$ cat src/rtl/dst_pkg.sv
`default_nettype none
// ============================================================================
// dst_pkg
// Shared types, codes and character helpers of the distinguished-name
// string tokenizer.
// ============================================================================
package dst_pkg;

    localparam logic [15:0] LEN_CAP  = 16'hFFFF;
    localparam logic [7:0]  PART_CAP = 8'hFF;
    localparam logic [15:0] SPACE_CAP = 16'hFFFF;

    localparam int MAX_RES   = 3;
    localparam int RES_IDX_W = $clog2(MAX_RES);
    localparam int RES_CNT_W = $clog2(MAX_RES + 1);

    localparam int QUEUE_DEPTH = 4;
    localparam int QPTR_W      = $clog2(QUEUE_DEPTH);
    localparam int QCNT_W      = $clog2(QUEUE_DEPTH + 1);

    localparam logic [2:0] K_NAME    = 3'd0;
    localparam logic [2:0] K_VALUE   = 3'd1;
    localparam logic [2:0] K_NAMEEND = 3'd2;
    localparam logic [2:0] K_PARTEND = 3'd3;
    localparam logic [2:0] K_DONE    = 3'd4;
    localparam logic [2:0] K_ERROR   = 3'd5;

    localparam logic [7:0] CH_TAB    = 8'h09;
    localparam logic [7:0] CH_LF     = 8'h0A;
    localparam logic [7:0] CH_CR     = 8'h0D;
    localparam logic [7:0] CH_SPACE  = 8'h20;
    localparam logic [7:0] CH_DQUOTE = 8'h22;
    localparam logic [7:0] CH_HASH   = 8'h23;
    localparam logic [7:0] CH_PLUS   = 8'h2B;
    localparam logic [7:0] CH_COMMA  = 8'h2C;
    localparam logic [7:0] CH_SEMI   = 8'h3B;
    localparam logic [7:0] CH_LT     = 8'h3C;
    localparam logic [7:0] CH_EQ     = 8'h3D;
    localparam logic [7:0] CH_GT     = 8'h3E;
    localparam logic [7:0] CH_BSLASH = 8'h5C;

    typedef enum logic [2:0] {
        M_BETWEEN  = 3'd0,
        M_NAME     = 3'd1,
        M_PREVAL   = 3'd2,
        M_UNQUOTED = 3'd3,
        M_QUOTED   = 3'd4,
        M_AFTERQ   = 3'd5
    } mode_t;

    typedef struct packed {
        logic [7:0] in_byte;
        logic       in_last;
    } byte_item_t;

    typedef struct packed {
        logic [2:0]  kind;
        logic [7:0]  out_byte;
        logic [15:0] trim_count;
        logic [7:0]  part_number;
        logic [15:0] consumed;
        logic        last;
    } token_t;

    typedef struct packed {
        logic [RES_CNT_W-1:0]       cnt;
        token_t [MAX_RES-1:0]       res;
    } bundle_t;

    function automatic logic is_ws(input logic [7:0] b);
        return b inside {CH_SPACE, CH_TAB, CH_LF, CH_CR};
    endfunction

    function automatic logic is_sep(input logic [7:0] b);
        return b inside {CH_COMMA, CH_SEMI};
    endfunction

    function automatic logic is_digit(input logic [7:0] b);
        return b inside {[8'h30:8'h39]};
    endfunction

    function automatic logic is_hex(input logic [7:0] b);
        return b inside {[8'h30:8'h39], [8'h41:8'h46], [8'h61:8'h66]};
    endfunction

    // '0'..'9' low nibble is the value; 'A'..'F' and 'a'..'f' low nibble is 1..6
    function automatic logic [3:0] hex_val(input logic [7:0] b);
        return is_digit(b) ? b[3:0] : b[3:0] + 4'd9;
    endfunction

    function automatic logic is_special(input logic [7:0] b);
        return b inside {CH_DQUOTE, CH_BSLASH, CH_COMMA, CH_PLUS, CH_LT,
                         CH_GT, CH_SEMI, CH_SPACE, CH_HASH};
    endfunction

    function automatic token_t mk_tok(input logic [2:0]  kind,
                                      input logic [7:0]  b,
                                      input logic [15:0] trim,
                                      input logic [7:0]  pn,
                                      input logic [15:0] cons,
                                      input logic        last);
        token_t t;
        t.kind        = kind;
        t.out_byte    = b;
        t.trim_count  = trim;
        t.part_number = pn;
        t.consumed    = cons;
        t.last        = last;
        return t;
    endfunction

endpackage
`default_nettype wire

$ cat src/rtl/dn_string_tokenizer.sv
`default_nettype none
// ============================================================================
// dn_string_tokenizer
// Distinguished-name string tokenizer.
//
// Input channel (byte_*): one raw byte per request with a last-byte mark.
// Output channel (token_*): decoded name/value bytes, name-end and part-end
// markers, and one final done or error token per string (last = 1).
// Both channels: a request moves on a rising edge with valid high and stall
// low.
// An accepted byte's tokens pass through the queue, then the output register.
// Throughput: one byte per cycle when no byte yields more than one token
// and token_stall stays low. A byte yielding two or three tokens sends them
// one at a time; the four-bundle queue absorbs bursts before byte_stall rises.
// Receiver stall: the output register holds its token, the queue fills,
// then byte_stall goes high; nothing is dropped.
// Reset: parse state clears to between parts, queue and output empty.
// Each string is parsed on its own; state clears after its last byte.
// ============================================================================
module dn_string_tokenizer
    import dst_pkg::*;
(
    input  wire logic       clk,
    input  wire logic       rst_n,
    input  wire logic       byte_valid,
    output logic            byte_stall,
    input  wire byte_item_t byte_data,
    output logic            token_valid,
    input  wire logic       token_stall,
    output token_t          token_data
);

    logic    q_full;
    logic    push;
    bundle_t push_data;
    logic    pop;
    logic    head_valid;
    bundle_t head_data;

    assign byte_stall = q_full;

    dst_front u_front (
        .clk        (clk),
        .rst_n      (rst_n),
        .byte_valid (byte_valid),
        .byte_data  (byte_data),
        .q_full     (q_full),
        .push       (push),
        .push_data  (push_data)
    );

    dst_queue u_queue (
        .clk        (clk),
        .rst_n      (rst_n),
        .push       (push),
        .push_data  (push_data),
        .pop        (pop),
        .full       (q_full),
        .head_valid (head_valid),
        .head_data  (head_data)
    );

    dst_back u_back (
        .clk         (clk),
        .rst_n       (rst_n),
        .head_valid  (head_valid),
        .head_data   (head_data),
        .pop         (pop),
        .token_valid (token_valid),
        .token_stall (token_stall),
        .token_data  (token_data)
    );

endmodule
`default_nettype wire

$ cat src/rtl/dst_front.sv
`default_nettype none
// ============================================================================
// dst_front
// Takes one byte per cycle while the queue is not full, advances the parse
// state and builds the bundle of up to three tokens that the byte causes.
// ============================================================================
module dst_front
    import dst_pkg::*;
(
    input  wire logic       clk,
    input  wire logic       rst_n,
    input  wire logic       byte_valid,
    input  wire byte_item_t byte_data,
    input  wire logic       q_full,
    output logic            push,
    output bundle_t         push_data
);

    mode_t       mode_reg, mode_next;
    logic        esc_reg, esc_next;
    logic [3:0]  hnib_reg, hnib_next;
    logic        hhalf_reg, hhalf_next;
    logic [15:0] pend_reg, pend_next;
    logic [7:0]  pc_reg, pc_next;
    logic [15:0] bc_reg, bc_next;
    logic        fail_reg, fail_next;

    logic        accept;
    logic        cap_fault;
    logic        active;
    logic [7:0]  b;
    logic        lst;
    logic [15:0] bc_inc;

    // per-byte decisions
    mode_t       m_tb;
    logic        esc_tb;
    logic [3:0]  hnib_tb;
    logic        hhalf_tb;
    logic [15:0] pend_tb;
    logic        tb_emit;
    logic [2:0]  tb_kind;
    logic [7:0]  tb_byte;
    logic        tb_pe;
    logic [15:0] tb_trim;
    logic        tb_fault;
    logic        fin_fault;
    logic        fin_pe;
    logic [15:0] fin_trim;
    logic        fail_now;

    logic [7:0]  pc_after;
    bundle_t     bundle;

    assign accept    = byte_valid && !q_full;
    assign b         = byte_data.in_byte;
    assign lst       = byte_data.in_last;
    assign cap_fault = (bc_reg == LEN_CAP);
    assign active    = !fail_reg && !cap_fault;
    assign bc_inc    = bc_reg + 16'd1;

    // next parse state
    always_comb
    begin
        logic stop;
        stop     = 1'b0;
        m_tb     = mode_reg;
        esc_tb   = esc_reg;
        hnib_tb  = hnib_reg;
        hhalf_tb = hhalf_reg;
        pend_tb  = pend_reg;
        tb_emit  = 1'b0;
        tb_kind  = K_NAME;
        tb_byte  = b;
        tb_pe    = 1'b0;
        tb_trim  = 16'd0;
        tb_fault = 1'b0;

        if (m_tb == M_BETWEEN)
        begin
            if (is_ws(b))
                stop = 1'b1;
            else
                m_tb = M_NAME;
        end
        if (!stop && m_tb == M_PREVAL)
        begin
            if (is_ws(b))
                stop = 1'b1;
            else
            begin
                pend_tb = 16'd0;
                if (b == CH_DQUOTE)
                begin
                    m_tb = M_QUOTED;
                    stop = 1'b1;
                end
                else
                    m_tb = M_UNQUOTED;
            end
        end
        if (!stop && m_tb == M_AFTERQ)
        begin
            stop = 1'b1;
            if (!is_ws(b))
            begin
                if (is_sep(b))
                    tb_pe = 1'b1;
                else
                    tb_fault = 1'b1;
            end
        end
        if (!stop)
        begin
            if (esc_tb)
            begin
                tb_kind = (m_tb == M_NAME) ? K_NAME : K_VALUE;
                if (hhalf_tb)
                begin
                    if (!is_hex(b))
                        tb_fault = 1'b1;
                    else
                    begin
                        tb_byte  = {hnib_tb, hex_val(b)};
                        hhalf_tb = 1'b0;
                        esc_tb   = 1'b0;
                        tb_emit  = 1'b1;
                    end
                end
                else if (is_special(b))
                begin
                    esc_tb  = 1'b0;
                    tb_emit = 1'b1;
                end
                else if (is_hex(b))
                begin
                    hnib_tb  = hex_val(b);
                    hhalf_tb = 1'b1;
                end
                else
                    tb_fault = 1'b1;
                if (tb_emit)
                    pend_tb = 16'd0;
            end
            else if (b == CH_BSLASH)
            begin
                esc_tb   = 1'b1;
                hhalf_tb = 1'b0;
            end
            else
            begin
                case (m_tb)
                    M_NAME:
                    begin
                        if (b == CH_EQ)
                        begin
                            tb_emit = 1'b1;
                            tb_kind = K_NAMEEND;
                            tb_byte = 8'd0;
                            m_tb    = M_PREVAL;
                        end
                        else if (b < CH_SPACE)
                            tb_fault = 1'b1;
                        else
                        begin
                            tb_emit = 1'b1;
                            tb_kind = K_NAME;
                        end
                    end
                    M_UNQUOTED:
                    begin
                        if (is_sep(b))
                        begin
                            tb_pe   = 1'b1;
                            tb_trim = pend_tb;
                        end
                        else if (b < CH_SPACE)
                            tb_fault = 1'b1;
                        else
                        begin
                            tb_emit = 1'b1;
                            tb_kind = K_VALUE;
                            if (b == CH_SPACE)
                            begin
                                if (pend_tb != SPACE_CAP)
                                    pend_tb = pend_tb + 16'd1;
                            end
                            else
                                pend_tb = 16'd0;
                        end
                    end
                    default:
                    begin
                        if (b == CH_DQUOTE)
                            m_tb = M_AFTERQ;
                        else if (b < CH_SPACE)
                            tb_fault = 1'b1;
                        else
                        begin
                            tb_emit = 1'b1;
                            tb_kind = K_VALUE;
                        end
                    end
                endcase
            end
        end
        if (tb_pe)
        begin
            pend_tb = 16'd0;
            m_tb    = M_BETWEEN;
        end

        // end of string
        fin_fault = 1'b0;
        fin_pe    = 1'b0;
        fin_trim  = 16'd0;
        if (lst && !tb_fault)
        begin
            if (esc_tb || m_tb == M_NAME)
                fin_fault = 1'b1;
            else if (m_tb != M_BETWEEN)
            begin
                fin_pe   = 1'b1;
                fin_trim = (m_tb == M_UNQUOTED) ? pend_tb : 16'd0;
            end
        end

        fail_now = fail_reg || cap_fault || tb_fault || fin_fault;
    end

    // token bundle
    always_comb
    begin
        logic [RES_CNT_W-1:0] n;
        logic [7:0]           pc1;
        n        = '0;
        pc1      = pc_reg;
        bundle   = '0;
        pc_after = pc_reg;
        if (fail_now)
        begin
            if (lst)
            begin
                bundle.res[n[RES_IDX_W-1:0]] =
                    mk_tok(K_ERROR, 8'd0, 16'd0, pc_reg, 16'd0, 1'b1);
                n = n + RES_CNT_W'(1);
            end
        end
        else
        begin
            if (tb_emit)
            begin
                bundle.res[n[RES_IDX_W-1:0]] =
                    mk_tok(tb_kind, tb_byte, 16'd0, pc1, 16'd0, 1'b0);
                n = n + RES_CNT_W'(1);
            end
            if (tb_pe)
            begin
                bundle.res[n[RES_IDX_W-1:0]] =
                    mk_tok(K_PARTEND, 8'd0, tb_trim, pc1, 16'd0, 1'b0);
                n = n + RES_CNT_W'(1);
                if (pc1 < PART_CAP)
                    pc1 = pc1 + 8'd1;
            end
            if (lst)
            begin
                if (fin_pe)
                begin
                    bundle.res[n[RES_IDX_W-1:0]] =
                        mk_tok(K_PARTEND, 8'd0, fin_trim, pc1, 16'd0, 1'b0);
                    n = n + RES_CNT_W'(1);
                    if (pc1 < PART_CAP)
                        pc1 = pc1 + 8'd1;
                end
                bundle.res[n[RES_IDX_W-1:0]] =
                    mk_tok(K_DONE, 8'd0, 16'd0, pc1, bc_inc, 1'b1);
                n = n + RES_CNT_W'(1);
            end
            pc_after = pc1;
        end
        bundle.cnt = n;
    end

    assign push      = accept && (bundle.cnt != '0);
    assign push_data = bundle;

    always_comb
    begin
        mode_next  = mode_reg;
        esc_next   = esc_reg;
        hnib_next  = hnib_reg;
        hhalf_next = hhalf_reg;
        pend_next  = pend_reg;
        pc_next    = pc_reg;
        bc_next    = bc_reg;
        fail_next  = fail_reg;
        if (accept)
        begin
            if (lst)
            begin
                mode_next  = M_BETWEEN;
                esc_next   = 1'b0;
                hnib_next  = 4'd0;
                hhalf_next = 1'b0;
                pend_next  = 16'd0;
                pc_next    = 8'd0;
                bc_next    = 16'd0;
                fail_next  = 1'b0;
            end
            else
            begin
                fail_next = fail_now;
                if (active)
                begin
                    mode_next  = m_tb;
                    esc_next   = esc_tb;
                    hnib_next  = hnib_tb;
                    hhalf_next = hhalf_tb;
                    pend_next  = pend_tb;
                    pc_next    = pc_after;
                    bc_next    = bc_inc;
                end
            end
        end
    end

    always_ff @(posedge clk or negedge rst_n)
    begin
        if (!rst_n)
        begin
            mode_reg  <= M_BETWEEN;
            esc_reg   <= 1'b0;
            hnib_reg  <= 4'd0;
            hhalf_reg <= 1'b0;
            pend_reg  <= 16'd0;
            pc_reg    <= 8'd0;
            bc_reg    <= 16'd0;
            fail_reg  <= 1'b0;
        end
        else
        begin
            mode_reg  <= mode_next;
            esc_reg   <= esc_next;
            hnib_reg  <= hnib_next;
            hhalf_reg <= hhalf_next;
            pend_reg  <= pend_next;
            pc_reg    <= pc_next;
            bc_reg    <= bc_next;
            fail_reg  <= fail_next;
        end
    end

endmodule
`default_nettype wire

$ cat src/rtl/dst_queue.sv
`default_nettype none
// ============================================================================
// dst_queue
// Small FIFO of token bundles between the parse front and the output side.
// ============================================================================
module dst_queue
    import dst_pkg::*;
(
    input  wire logic    clk,
    input  wire logic    rst_n,
    input  wire logic    push,
    input  wire bundle_t push_data,
    input  wire logic    pop,
    output logic         full,
    output logic         head_valid,
    output bundle_t      head_data
);

    bundle_t           mem [QUEUE_DEPTH];
    logic [QPTR_W-1:0] wr_reg, wr_next;
    logic [QPTR_W-1:0] rd_reg, rd_next;
    logic [QCNT_W-1:0] cnt_reg, cnt_next;
    logic              do_push;
    logic              do_pop;

    assign full       = (cnt_reg == QCNT_W'(QUEUE_DEPTH));
    assign head_valid = (cnt_reg != '0);
    assign head_data  = mem[rd_reg];
    assign do_push    = push && !full;
    assign do_pop     = pop && head_valid;

    always_comb
    begin
        wr_next  = do_push ? wr_reg + QPTR_W'(1) : wr_reg;
        rd_next  = do_pop ? rd_reg + QPTR_W'(1) : rd_reg;
        cnt_next = cnt_reg;
        if (do_push && !do_pop)
            cnt_next = cnt_reg + QCNT_W'(1);
        else if (!do_push && do_pop)
            cnt_next = cnt_reg - QCNT_W'(1);
    end

    always_ff @(posedge clk)
    begin
        if (do_push)
            mem[wr_reg] <= push_data;
    end

    always_ff @(posedge clk or negedge rst_n)
    begin
        if (!rst_n)
        begin
            wr_reg  <= '0;
            rd_reg  <= '0;
            cnt_reg <= '0;
        end
        else
        begin
            wr_reg  <= wr_next;
            rd_reg  <= rd_next;
            cnt_reg <= cnt_next;
        end
    end

endmodule
`default_nettype wire

$ cat src/rtl/dst_back.sv
`default_nettype none
// ============================================================================
// dst_back
// Walks the head bundle one token at a time into the output register.
// ============================================================================
module dst_back
    import dst_pkg::*;
(
    input  wire logic    clk,
    input  wire logic    rst_n,
    input  wire logic    head_valid,
    input  wire bundle_t head_data,
    output logic         pop,
    output logic         token_valid,
    input  wire logic    token_stall,
    output token_t       token_data
);

    logic                 out_valid_reg, out_valid_next;
    token_t               out_data_reg, out_data_next;
    logic [RES_IDX_W-1:0] idx_reg, idx_next;
    logic                 load;
    logic                 tail;

    assign load = head_valid && (!out_valid_reg || !token_stall);
    assign tail = (idx_reg == RES_IDX_W'(head_data.cnt - RES_CNT_W'(1)));
    assign pop  = load && tail;

    always_comb
    begin
        out_data_next  = out_data_reg;
        idx_next       = idx_reg;
        out_valid_next = out_valid_reg && token_stall;
        if (load)
        begin
            out_data_next  = head_data.res[idx_reg];
            out_valid_next = 1'b1;
            idx_next       = tail ? '0 : idx_reg + RES_IDX_W'(1);
        end
    end

    always_ff @(posedge clk)
    begin
        out_data_reg <= out_data_next;
    end

    always_ff @(posedge clk or negedge rst_n)
    begin
        if (!rst_n)
        begin
            out_valid_reg <= 1'b0;
            idx_reg       <= '0;
        end
        else
        begin
            out_valid_reg <= out_valid_next;
            idx_reg       <= idx_next;
        end
    end

    assign token_valid = out_valid_reg;
    assign token_data  = out_data_reg;

endmodule
`default_nettype wire
$ cat config.mk
export PLATFORM = sky130hd
export DESIGN_NAME = dn_string_tokenizer
export DESIGN_NICKNAME = d
export VERILOG_FILES = /design/src/rtl/dst_pkg.sv /design/src/rtl/dn_string_tokenizer.sv /design/src/rtl/dst_front.sv /design/src/rtl/dst_queue.sv /design/src/rtl/dst_back.sv
export SDC_FILE = /design/constraint.sdc
export NUM_CORES = 1
export LEC_CHECK = 0
export BUFFER_PORTS_ARGS = -buffer_cell sky130_fd_sc_hd__buf_4
export CORE_AREA = 3 3 233 235
export CTS_BUF_LIST = sky130_fd_sc_hd__clkbuf_4
export DETAILED_ROUTE_END_ITERATION = 6
export DIE_AREA = 0 0 236 238
export PLACE_DENSITY = 0.72
export RECOVER_POWER = 100
export SLEW_MARGIN = 10
export SYNTH_ARGS = -nofsm -noshare
export SYNTH_HDL_FRONTEND = slang
export SYNTH_SLANG_ARGS = --single-unit
$ cat constraint.sdc
create_clock -name clk -period 7.82 [get_ports clk]
set_input_delay 2.346 -clock clk [delete_from_list [all_inputs] [get_ports clk]]
set_output_delay 2.346 -clock clk [all_outputs]
set_load 0.1 [all_outputs]
==> results of run 1 <==
-- cells in the mapped netlist (all sizes together) (16+ instances only) --
cell type / number / area, um2
xnor2: 23 / 201
mux4: 137 / 3090
nor2b: 24 / 150
nand3: 40 / 200
and3: 16 / 100
dfrtp: 60 / 1500
o21ai: 101 / 509
a21oi: 63 / 315
ha: 21 / 263
nor2: 141 / 534
nand2: 138 / 518
clkbuf: 71 / 267
nor3: 22 / 125
nand4: 18 / 113
inv: 33 / 124
edfxtp: 599 / 18000
mux2i: 50 / 500
o31ai: 20 / 150
buf: 35 / 148
-- power by group through the flow --
stage,clock [mW],sequential (mW),combinational [mW]
detailed placement,0,5.04,4.23
CTS,2.97,4.97,4.24
floorplan,0,5.89,2.23
global placement,0,5.00,4.20
global route,3.18,5.03,4.48
finish,2.89,4.96,4.18
-- worst max-delay path: cells and delay by family --
family                     cells  cell delay (ns)
buffers and inverters          6             1.21
AOI/OAI and AO/OA              4             1.63
adders and majority gates      3             1.14
and+or+nand+nor                5             1.40
-- per-stage QoR --
step	std cells	hold WS, ns
detailed placement	2540	0.480
global placement	2540	0.479
CTS	2835	0.495
global route	2844	0.521
finish	2844	0.500
floorplan	1852	0.456
-- final timing paths --
path | depth (start not counted) | endpoint | start
min | 1 | u_queue.cnt_reg[2] | u_queue.cnt_reg[2]
max | 18 | u_queue.mem[1][89] | byte_data[1]
min reg2reg | 1 | u_queue.cnt_reg[2] | u_queue.cnt_reg[2]
max in group asynchronous | 1 | u_queue.rd_reg[0] | rst_n
min in group asynchronous | 1 | u_front.pend_reg[15] | rst_n
max reg2reg | 7 | u_back.token_data[49] | u_queue.rd_reg[1]
-- metal layers --
layer | global-route usage (%) | wire length (um) | vias to the layer above | share of wire [%]
met3 | 5.79 | 5180 | 102 | 7.8
met5 | 0 | 0 | - | 0
met2 | 37.0 | 31200 | 806 | 47
met1 | 35.1 | 28400 | 8927 | 43
li1 | - | - | 7782 | -
met4 | 8.81 | 1450 | 0 | 2.2
-- cell usage in the layout, fill, tap and decap left out, types with 11 or more instances in the layout --
| master | netlist | routed |
|---|---|---|
| o21ai_0 | 93 | 96 |
| a22o_1 | 14 | 14 |
| mux4_2 | 137 | 137 |
| nand2_1 | 138 | 138 |
| nand3_1 | 40 | 40 |
| a31oi_1 | 12 | 12 |
| xnor2_1 | 23 | 23 |
| a22oi_1 | 15 | 15 |
| buf_12 | 0 | 11 |
| ha_1 | 21 | 21 |
| clkbuf_4 | 0 | 239 |
| edfxtp_1 | 599 | 599 |
| nor2b_1 | 24 | 23 |
| and3_1 | 16 | 16 |
| nor2_1 | 139 | 140 |
| dfrtp_1 | 60 | 57 |
| mux2i_1 | 50 | 50 |
| o31ai_1 | 20 | 20 |
| buf_4 | 1 | 27 |
| a21oi_1 | 63 | 63 |
| nand4_1 | 18 | 18 |
| clkbuf_1 | 71 | 67 |
| clkinv_1 | 1 | 36 |
| nor3_1 | 19 | 19 |
| o211ai_1 | 12 | 13 |
| inv_1 | 32 | 33 |
-- cells by family (layout without fill, tap and decap cells) --
logic type | after synthesis | in the layout
AO/OA/AOI/OAI | 325 | 325
buffers and inverters | 140 | 435
multiplexers | 197 | 197
XOR/XNOR | 31 | 31
flip-flops | 659 | 659
other | 0 | 9
AND/OR/NAND/NOR | 477 | 477
adder cells (fa/ha/maj) | 23 | 23
-- layout make-up --
cell class | count | area [um2] | share of cell area (%)
flip-flops and latches | 659 | 19500 | 60.7
multi-input cells | 1053 | 8770 | 27.3
clock buffers | 239 | 1790 | 5.59
well taps | 688 | 861 | 2.68
repair buffers | 106 | 679 | 2.12
clock inverters | 56 | 347 | 1.08
inverters | 34 | 128 | 0.398
diodes | 9 | 22.5 | 0.0702
==> out/qor.yml, run 1 <==
outcome: "finished with violations"
violations: "max-capacitance violations, max-slew violations"
ys_types: 88
place.gp.congestion: 0.910
postLayoutCoreUtil_pct: 61.2
synth_fa_ha_area_share_pct: 1.05
yosysSeqAreaShare_pct: 67.7
detailed_place_hpwl_um: 39100
slowest_stage: "fa_1"
synth_ff_type: "edfxtp_1"
wl_per_cell_um: 23.3
die_w_um: 236
cp_cell_sequence: "clkbuf_1, inv_1, ha_1, nor4b_1, clkbuf_1, a31oi_1, o211a_1, nor4b_1, o31a_1, and2_0, inv_1, fa_1, inv_1, ha_1, nand2_1, o211ai_1, clkbuf_1, nor3_1"
cts_buffer_depth: 3
syn-instance-count: 1852
ctsResizeCount: 0
grt_pass1_wl_um: 105000
required_ns: 8.57
switching_share_pct: 37.0
synthSimpleGateAreaFrac_pct: 8.05
ctsHtreeMaxLevel: 4
antenna_found_initial: 3
core_area_mm2: 0.0524
r2r_slack_ns: 1.41
start_kind: "input pin"
async_flop_share_pct: 9.10
row_count: 84
irDropWorstVdd_v: 0.000291
hold_viol_final: 0
synth_xor_area_share_pct: 0.943
fmax_mhz: 143
die-height_um: 238
internal-power_mw: 7.58
placed_area_mm2: 0.0302
final_cell_area_mm2: 0.0321
ys_seq_elements: 659
clk_pin_slew_ns: 0.07
pwr-share-comb_pct: 34.8
drtAntennaViolNets: 0
io_buffers: 66
slew_violations: 380
fillers: 3917
finalCritPeriodShare_pct: 89.3
slew_headroom_pct: -193
drive_above_1_share_pct: 21.9
grt_max_degree: 109
syn_area_mm2: 0.0288
cp-end-kind: "flop"
drtIter0Drc: 1775
crit_type: "input pin to flop"
first_pass_iters: 5
start_util_pct: 54.9
largest-register: "u_queue.mem"
clk_latency_ns: 1.02
ios: 67
routed_wl_um: 66200
rsz0062_at_grt: "false"
min_path_type: "flop to flop"
critPathMaxStageDelay_ns: 0.64
route.detailed.drc: 0
grt_usage_pct: 24.4
largest_reg_flops: 548
clock_sinks: 659
dieArea_mm2: 0.0562
pre_cts_slack_ns: 0.454
fin_worst_skew_ns: 0.0551
nNetsFinal: 2051
min_period_ns: 6.98
synth_edf_count: 599
numCtsBuffers: 161
clock_tree.root_cell: "clkbuf_4"
synth_area_per_cell_um2: 15.5
post-cts-setup-buffers: 0
p_seq_share_pct: 41.2
crit_arrival_ns: 7.72
synth_top_family_by_area: "multiplexers"
clockPowerShare_pct: 24.0
cp_max_fo: 12
synthMuxAreaShare_pct: 12.8
vias: 17617
netSwitchingPower_mw: 4.45
grt_pass1_vias: 17891
syn2layout_area_growth_pct: 11.5
p_leak_nw: 10.7
tightest_slew_ns: 4.40
synth.net_count: 1888
maxCapViolCount: 9
cts_tree: "yes"
overflow: 0
ys_warn_count: 0
postCtsHoldBufs: 0
fin_setup_tns_ns: 0
worst_slack_ns: 0.840
final-setup-viol-count: 0
fin_total_pwr_mw: 12.0
via_per_inst: 6.19
power_density_mw_per_mm2: 375
synth_compound_area_share_pct: 7.53
No activity file was read; power rests on OpenSTA's default activity.
==> run 2: changes to the inputs <==
==> constraint.sdc (replaced) <==
create_clock -name clk -period 7 [get_ports clk]
set_input_delay 2.1 -clock clk [delete_from_list [all_inputs] [get_ports clk]]
set_output_delay 2.1 -clock clk [all_outputs]
set_load 0.1 [all_outputs]
==> run 2 against run 1 <==
Net effect: global-route usage shrank 0.26 points; worst hold slack lost 0.0061 ns; register-to-register slack lost 0.19 ns; total power grew 11%; combinational power grew 8.1%; the flow still finishes with violations (max-capacitance violations, max-slew violations); die area is the same; sequential power grew 12%; non-clock buffer count grew 25; sequential share of layout area shrank 0.23 points; count of clock-buffer cells in the layout shrank 3; design area grew 0.38%; cell count grew 0.49%.
==> out/qor.yml, run 2 (synthesis results as in run 1) <==
netSwitchingPower_mw: 4.94  # +11%
antenna_found_initial: 1  # -2
largest_reg_flops: 548  # unchanged
fin_total_pwr_mw: 13.3  # +11%
grt_pass1_wl_um: 104000  # -0.63%
r2r-start: "u_front.bc_reg[0]"
core_area_mm2: 0.0524  # unchanged
grt_pass1_vias: 17893  # +0.011%
cts_buffer_depth: 3  # unchanged
drtAntennaViolNets: 0  # unchanged
hold_start: "u_front.fail_reg"
route.detailed.drc: 0  # unchanged
place.gp.congestion: 0.914  # +0.47%
required_ns: 7.71  # -0.86 ns
row_count: 84  # unchanged
first_pass_iters: 6  # +1
tightest_slew_ns: 3.75  # -0.648 ns
detailed_place_hpwl_um: 39800  # +1.9%
cts_tree: "yes"
start_kind: "input pin"
mostFrequentLayoutCell: "edfxtp_1"
maxCapViolCount: 8  # -1
cp_max_fo: 19  # +7
switching_share_pct: 37.1  # +0.10 points
dieArea_mm2: 0.0562  # unchanged
final_cell_area_mm2: 0.0322  # +0.38%
post-cts-setup-buffers: 0  # unchanged
clock_tree.root_cell: "clkbuf_4"
routed_wl_um: 66200  # about the same
fin_setup_tns_ns: 0  # unchanged
whs_ns: 0.494  # -0.00614 ns
nNetsFinal: 2077  # +1.3%
io_buffers: 66  # unchanged
die_w_um: 236  # unchanged
fmax_mhz: 156
fin_worst_skew_ns: 0.0565  # +0.00140 ns
ctsResizeCount: 0  # unchanged
clk_pin_slew_ns: 0.06  # about the same
final_cell_mix: "edfxtp_1 (599), clkbuf_4 (238), nor2_1 (140)"
pre_cts_slack_ns: 0.151  # -0.303 ns
slew_violations: 349  # -8.2%
internal-power_mw: 8.38  # +11%
irDropWorstVdd_v: 0.000326  # +12%
fillers: 3945  # +0.71%
cp-end-kind: "flop"
worst_slack_ns: 0.586  # -0.254 ns
numCtsBuffers: 162  # +0.62%
placed_area_mm2: 0.0304  # +0.58%
postCtsHoldBufs: 0  # unchanged
hold_viol_final: 0  # unchanged
grt_max_degree: 102  # -6.4%
power_density_mw_per_mm2: 413  # +10%
ios: 67  # unchanged
clk_latency_ns: 1.00  # -0.02 ns
start_util_pct: 54.9  # unchanged
wl_per_cell_um: 23.2  # -0.49%
clock_sinks: 659  # unchanged
ctsHtreeMaxLevel: 4  # unchanged
syn2layout_area_growth_pct: 11.9
final-setup-viol-count: 0  # unchanged
p_leak_nw: 10.8  # +0.68%
postLayoutCoreUtil_pct: 61.4  # +0.23 points
vias: 17492  # -0.71%
largest-register: "u_queue.mem"
finalNonFillerCells: 2858  # +0.49%
clockPowerShare_pct: 24.2  # +0.2 points
grt_usage_pct: 24.1  # -0.26 points
finalCritPeriodShare_pct: 91.6
via_per_inst: 6.12  # -1.2%
overflow: 0  # unchanged
drive_above_1_share_pct: 22.2  # +0.31 points
placed_cells: 2565  # +0.98%
crit_type: "input pin to flop"
rsz0062_at_grt: "false"
die-height_um: 238  # unchanged
p_seq_share_pct: 41.8  # +0.6 points
min_period_ns: 6.41
min_path_type: "flop to flop"
drtIter0Drc: 1702  # -4.1%
slew_headroom_pct: -150  # +43 points
violations: "max-capacitance violations, max-slew violations"
crit_arrival_ns: 7.12  # -0.60 ns
outcome: "finished with violations"
pwr-share-comb_pct: 34.0  # -0.8 points
startpoint: "byte_data[1]"
[run 2: cell count changes in the layout (fill, tap and decap cells not counted), sizes merged]
| cell | change |
|---|---|
| diode | -6 |
| clkbuf | +8 |
| inv | -3 |
| buf | +14 |
| bufinv | +1 |
[run 2: power groups by stage]
stage | sequential (mW) | combinational, mW | clock, mW
after floorplan | 6.58 | 2.49 | 0
after detailed placement | 5.66 | 4.70 | 0
final | 5.57 | 4.52 | 3.22
after CTS | 5.59 | 4.72 | 3.32
after global placement | 5.62 | 4.69 | 0
after global routing | 5.65 | 4.83 | 3.54
[run 2: worst paths after layout]
check | slack [ns] | endpoint | cells after the start
min | 0.49 | u_front.fail_reg | 1
max | 0.59 | u_queue.mem[1][69] | 18
max reg2reg | 1.22 | u_front.pend_reg[7] | 8
min reg2reg | 0.49 | u_front.fail_reg | 1
max in group asynchronous | 1.92 | u_back.idx_reg[1] | 1
min in group asynchronous | 2.41 | u_front.pend_reg[15] | 1
[run 2: area by class of cell]
class / count / area, um2 / share of cell area (%)
Antenna cell: 3 / 7.51 / 0.0233
Clock buffer: 236 / 1770 / 5.50
Clock inverter: 54 / 363 / 1.13
Inverter: 34 / 128 / 0.396
Multi-Input combinational cell: 1053 / 8770 / 27.2
Sequential cell: 659 / 19500 / 60.5
Tap cell: 688 / 861 / 2.67
Timing Repair Buffer: 131 / 822 / 2.55
[run 2: metal layers]
metal | up-vias | GRT usage, % | wire [um]
met2 | 718 | 37.2 | 31500
met5 | - | 0 | 0
met1 | 8887 | 34.7 | 28700
li1 | 7809 | - | -
met3 | 78 | 6.03 | 5060
met4 | 0 | 7.10 | 894
[run 2: worst max-delay path: stages]
cell	delay, ns
clkbuf_1	0.23
inv_1	0.16
ha_1	0.29
nor2b_1	0.17
o211ai_1	0.26
buf_4	0.23
o211a_1	0.21
nor4b_1	0.38
o31a_1	0.24
and2_0	0.16
inv_1	0.09
fa_1	0.62
inv_1	0.07
ha_1	0.21
nand3_1	0.12
clkbuf_1	1.04
o21ai_0	0.24
o21a_1	0.30
